**config.mk**
```make
export PLATFORM = sky130hd
export DESIGN_NAME = chd_ctrl
export DESIGN_NICKNAME = d
export VERILOG_FILES = /design/src/sv/chd_pkg.sv /design/src/sv/chd_ctrl.sv
export SDC_FILE = /design/constraint.sdc
export NUM_CORES = 1
export LEC_CHECK = 0
export ABC_AREA = 1
export BUFFER_PORTS_ARGS = -buffer_cell sky130_fd_sc_hd__buf_2
export CAP_MARGIN = 40
export CORE_AREA = 2 2 39 41
export DETAILED_ROUTE_END_ITERATION = 8
export DIE_AREA = 0 0 41 43
export GPL_TIMING_DRIVEN = 0
export PLACE_DENSITY_LB_ADDON = 0.15
export SLEW_MARGIN = 20
export SYNTH_ARGS = -nofsm -noshare
export SYNTH_HDL_FRONTEND = slang
export SYNTH_SLANG_ARGS = --single-unit
```
**constraint.sdc**
```tcl
create_clock -name clk -period 3.8 [get_ports clk]
set_clock_uncertainty 0.05 [all_clocks]
set_input_delay 0.57 -clock clk [delete_from_list [all_inputs] [get_ports clk]]
set_output_delay 0.57 -clock clk [all_outputs]
set_load 0.005 [all_outputs]
```
**src/sv/chd_pkg.sv**
```systemverilog
// Shared types, codes and defaults of the canonical Huffman tree decoder.
package chd_pkg;

  localparam int NUM_SYMBOLS_DEF  = 288;
  localparam int MAX_CODE_LEN_DEF = 15;

  // Reset values of the configuration registers
  localparam logic [8:0] NUM_CODES_RST  = 9'd288;
  localparam logic [3:0] MAX_LENGTH_RST = 4'd15;

  // Input commands
  localparam logic [1:0] CMD_LOAD   = 2'd0;
  localparam logic [1:0] CMD_BUILD  = 2'd1;
  localparam logic [1:0] CMD_DECODE = 2'd2;

  // Result status codes
  localparam logic [1:0] ST_OK        = 2'd0;
  localparam logic [1:0] ST_BUILD_ERR = 2'd1;
  localparam logic [1:0] ST_BAD_POS   = 2'd2;

  // Configuration register indexes
  localparam logic [1:0] REG_NUM_CODES  = 2'd0;
  localparam logic [1:0] REG_MAX_LENGTH = 2'd1;

  typedef enum logic [3:0] {
    S_IDLE,
    S_CLR,
    S_CNT,
    S_NXT,
    S_ASN,
    S_TSYM,
    S_TLD,
    S_TRD,
    S_TWR,
    S_DRD
  } state_t;

  // Datapath operation for the current cycle
  typedef enum logic [3:0] {
    OP_NONE,
    OP_LOAD,
    OP_INIT,
    OP_CLR,
    OP_CNT,
    OP_NXT,
    OP_ASN,
    OP_TSYM,
    OP_TLD,
    OP_TRD,
    OP_TWR,
    OP_BOK,
    OP_BERR,
    OP_DEC,
    OP_DRES
  } op_t;

  typedef struct packed {
    op_t  op;
    logic res_ld;
  } cmd_t;

  typedef struct packed {
    logic clr_last;
    logic cnt_done;
    logic nxt_done;
    logic err;
    logic tlen_zero;
    logic tlast;
    logic tsym_end;
    logic ovf;
    logic dec_bad;
  } stat_t;

endpackage

```
**src/sv/chd_ctrl.sv**
```systemverilog
// Sequencer of the decoder: handshakes, build phases and result register control.
module chd_ctrl (
  input  logic           clk,
  input  logic           rst_n,
  input  logic           in_tvalid,
  output logic           in_tready,
  input  logic [1:0]     in_cmd,
  output logic           out_tvalid,
  input  logic           out_tready,
  output chd_pkg::cmd_t  cmd,
  input  chd_pkg::stat_t stat
);

  chd_pkg::state_t state_r, state_nxt;
  logic            out_valid_r, out_valid_nxt;
  logic            accept;

  assign in_tready  = (state_r == chd_pkg::S_IDLE) && (!out_valid_r || out_tready);
  assign accept     = in_tvalid && in_tready;
  assign out_tvalid = out_valid_r;

  // Hold state and result flag
  always_ff @(posedge clk) begin
    if (!rst_n) begin
      state_r     <= chd_pkg::S_IDLE;
      out_valid_r <= 1'b0;
    end else begin
      state_r     <= state_nxt;
      out_valid_r <= out_valid_nxt;
    end
  end

  // Next state and datapath commands
  always_comb begin
    state_nxt  = state_r;
    cmd.op     = chd_pkg::OP_NONE;
    cmd.res_ld = 1'b0;
    case (state_r)
      chd_pkg::S_IDLE: begin
        if (accept) begin
          case (in_cmd)
            chd_pkg::CMD_LOAD: begin
              cmd.op     = chd_pkg::OP_LOAD;
              cmd.res_ld = 1'b1;
            end
            chd_pkg::CMD_BUILD: begin
              cmd.op    = chd_pkg::OP_INIT;
              state_nxt = chd_pkg::S_CLR;
            end
            chd_pkg::CMD_DECODE: begin
              cmd.op = chd_pkg::OP_DEC;
              if (stat.dec_bad) begin
                cmd.res_ld = 1'b1;
              end else begin
                state_nxt = chd_pkg::S_DRD;
              end
            end
            default: begin
              cmd.res_ld = 1'b1;
            end
          endcase
        end
      end
      chd_pkg::S_CLR: begin
        cmd.op = chd_pkg::OP_CLR;
        if (stat.clr_last) state_nxt = chd_pkg::S_CNT;
      end
      chd_pkg::S_CNT: begin
        cmd.op = chd_pkg::OP_CNT;
        if (stat.cnt_done) state_nxt = chd_pkg::S_NXT;
      end
      chd_pkg::S_NXT: begin
        if (stat.err) begin
          cmd.op     = chd_pkg::OP_BERR;
          cmd.res_ld = 1'b1;
          state_nxt  = chd_pkg::S_IDLE;
        end else begin
          cmd.op = chd_pkg::OP_NXT;
          if (stat.nxt_done) state_nxt = chd_pkg::S_ASN;
        end
      end
      chd_pkg::S_ASN: begin
        cmd.op = chd_pkg::OP_ASN;
        if (stat.cnt_done) state_nxt = chd_pkg::S_TSYM;
      end
      chd_pkg::S_TSYM: begin
        if (stat.tsym_end) begin
          cmd.op     = chd_pkg::OP_BOK;
          cmd.res_ld = 1'b1;
          state_nxt  = chd_pkg::S_IDLE;
        end else begin
          cmd.op    = chd_pkg::OP_TSYM;
          state_nxt = chd_pkg::S_TLD;
        end
      end
      chd_pkg::S_TLD: begin
        cmd.op    = chd_pkg::OP_TLD;
        state_nxt = stat.tlen_zero ? chd_pkg::S_TSYM : chd_pkg::S_TRD;
      end
      chd_pkg::S_TRD: begin
        if (stat.ovf) begin
          cmd.op     = chd_pkg::OP_BERR;
          cmd.res_ld = 1'b1;
          state_nxt  = chd_pkg::S_IDLE;
        end else begin
          cmd.op    = chd_pkg::OP_TRD;
          state_nxt = chd_pkg::S_TWR;
        end
      end
      chd_pkg::S_TWR: begin
        cmd.op    = chd_pkg::OP_TWR;
        state_nxt = stat.tlast ? chd_pkg::S_TSYM : chd_pkg::S_TRD;
      end
      chd_pkg::S_DRD: begin
        cmd.op     = chd_pkg::OP_DRES;
        cmd.res_ld = 1'b1;
        state_nxt  = chd_pkg::S_IDLE;
      end
      default: begin
        state_nxt = chd_pkg::S_IDLE;
      end
    endcase
  end

  // Load or drain the result flag
  always_comb begin
    if (cmd.res_ld) begin
      out_valid_nxt = 1'b1;
    end else if (out_tready) begin
      out_valid_nxt = 1'b0;
    end else begin
      out_valid_nxt = out_valid_r;
    end
  end

`ifndef SYNTHESIS
  // A new result never overwrites one still waiting
  a_no_overwrite: assert property (@(posedge clk) disable iff (!rst_n)
    cmd.res_ld |-> (!out_valid_r || out_tready))
    else $error("result register overwritten");

  // A tree write step returns to the next bit or the next symbol
  a_twr_next: assert property (@(posedge clk) disable iff (!rst_n)
    (state_r == chd_pkg::S_TWR) |=> (state_r == chd_pkg::S_TRD || state_r == chd_pkg::S_TSYM))
    else $error("bad step after tree write");

  // An accepted build starts with the clearing sweep
  a_build_start: assert property (@(posedge clk) disable iff (!rst_n)
    (accept && in_cmd == chd_pkg::CMD_BUILD) |=> (state_r == chd_pkg::S_CLR))
    else $error("build did not start clearing");
`endif

endmodule

```
==> results.toml <==
[clock_tree]
clk_pin_slew_ns = 0.04
cts_tree = "built"
hold_buffers = 0
ctsResizeCount = 0
ctsRootBufferMaster = "clkbuf_4"
cts_buffer_depth = 2
post-cts-setup-buffers = 0
cts_sinks = 5
cts_buffers = 3
htreeDepth = 1
worstSkewPairLatency_ns = 0.24

[detailed_routing]
drt-initial-drc-count = 15
met2_length_um = 751
dr.pass1.iters = 4
wl_um = 1500
met3_wirelength_um = 69
drc = 0
avgViaCountPerCell = 4.88
wl_per_cell_um = 9.72
routed-via-count = 751
topRoutingLayerUsed = "met3"
met1_length_um = 676
final_antenna_net_count = 0

[floorplanning]
fp.coreArea_um2 = 1380
dieArea_um2 = 1760
die_y_um = 43
boundaryPins = 22
initial_core_util = 0.425
num_rows = 14
die_w_um = 41

[timing]
fin_ws_ns = 1.54
slew_viol_final = 0
hold_viol_final = 0
whs_ns = 0.494
fmax_ghz = 0.443
period_minus_slack_ns = 2.26
rsz0062_at_grt = "no"
tns_ns = 0
period_share = 0.594
slew_headroom = 0.770
worst_pin_slew_ns = 0.345
setup-violations-final = 0

[run_status]
outcome = "complete, no violations"

[place]
io_buffers = 21
place_congestion = 0.773
dpl-instance-area_um2 = 713
hpwlAfterDp_um = 1270
dp_slack_ns = 1.69

[setup_path]
required_ns = 3.18
worst-setup-path-type = "flop to primary output"
start_kind = "flop"
arrival_ns = 1.64
cp_max_fo = 4
end_kind = "primary output"

[finish]
multiInputGateArea_um2 = 413
antenna_cells = 0
drive_above_1_share = 0.217
nFillCells = 159
area_delta_synth_final_pct = 25.7
fin_nets = 154
post-route-util = 0.534
ff_latch_area_um2 = 100
final_cell_mix = "34 x nand2_1, 21 x buf_2, 18 x inv_1, 18 x nor2_1, 15 x nand3_1"
final_common_cell = "nand2_1"
final_area_um2 = 739

[power_and_ir_drop]
powerDensity_nw_per_um2 = 650
leakagePower_nw = 0.476
peakVddDrop_v = 0.000367

[yosys]
yosys_warnings = 0
postSynthCellCount = 113
synth_seq_cells = 5
avgSynthCellArea_um2 = 5.20
synth_nets = 128
syn_area_um2 = 588
ys_types = 18
yosysSeqAreaShare = 0.170

[global_route]
grt_pass1_wl_um = 2530
grt_max_degree = 11
grt_overflow_total = 0
grt_use_total = 0.206
grt_pass1_vias = 682
antenna_found_initial = 0

[hold_path]
hold_path_class = "flop to flop"

[flow_run]
maxCapViolCount = 0
[metrics by stage]
step	total power, mW	instances
floorplan	0.327	113
global placement	0.421	150
detailed placement	0.425	150
CTS	0.489	154
global route	0.542	154
finish	0.481	154
[kinds of logic (layout without fill, tap and decap cells)]
logic type | count (synthesis) | count (layout) | synth area share
compound gates | 10 | 10 | 0.0915
simple gates | 79 | 79 | 0.611
flops | 5 | 5 | 0.170
buf+inv | 19 | 44 | 0.128
[metal layers]
layer	vias to the layer above	global-route usage
met5	-	0
met2	18	0.350
met4	0	0.100
met1	323	0.240
met3	0	0.0157
li1	410	-
[synth_stat cells]
library cell	number	area, um2
buf_4	1	7.51
o211ai_1	1	7.51
o21ai_0	6	30.0
or2_1	1	6.26
inv_1	18	67.6
nand4_1	2	12.5
a21oi_1	2	10.0
nand3b_1	1	7.51
dfxtp_1	5	100
nor2_2	2	12.5
nor2_4	2	22.5
nor3_1	2	10.0
and3_1	1	6.26
nand2_1	34	128
nand3_1	15	75.1
nor2_1	18	67.6
o22ai_1	1	6.26
nand2_4	1	11.3
[worst paths after layout]
check / from / end / slack [ns] / cells after the start
setup reg to reg: state_r[2] / out_tvalid / 2.34 / 9
setup / recovery: state_r[2] / cmd[0] / 1.54 / 9
hold / removal: state_r[0] / state_r[0] / 0.49 / 2
hold reg to reg: state_r[0] / state_r[0] / 0.49 / 2
[area by class of cell]
class / instances / share of cell area
Tap cell: 16 / 0.0271
Multi-Input combinational cell: 89 / 0.558
Clock buffer: 4 / 0.0355
Buffer: 1 / 0.0102
Sequential cell: 5 / 0.135
Timing Repair Buffer: 21 / 0.142
Inverter: 18 / 0.0914
[power by group]
part / total, mW / internal, mW / leakage, nW / switching (mW)
clock: 0.0602 / 0.0396 / 0.0150 / 0.0206
combinational: 0.328 / 0.131 / 0.420 / 0.197
sequential: 0.0927 / 0.0701 / 0.0412 / 0.0226
total: 0.481 / 0.240 / 0.476 / 0.240
[worst max-delay path, cell delays in order, from the launching register on]
cell and delay [ns]:
dfxtp_1 0.42, inv_1 0.11, nand2_1 0.07, inv_1 0.07
nand2_1 0.07, o21ai_0 0.10, nor2_1 0.24, nand2_1 0.08
buf_4 0.13, buf_2 0.11
[state kept, by name, summed over array words and instances (netlist names)]
name / count
out_tvalid: 1
state_r: 4
Power figures use the tool's default switching activity.
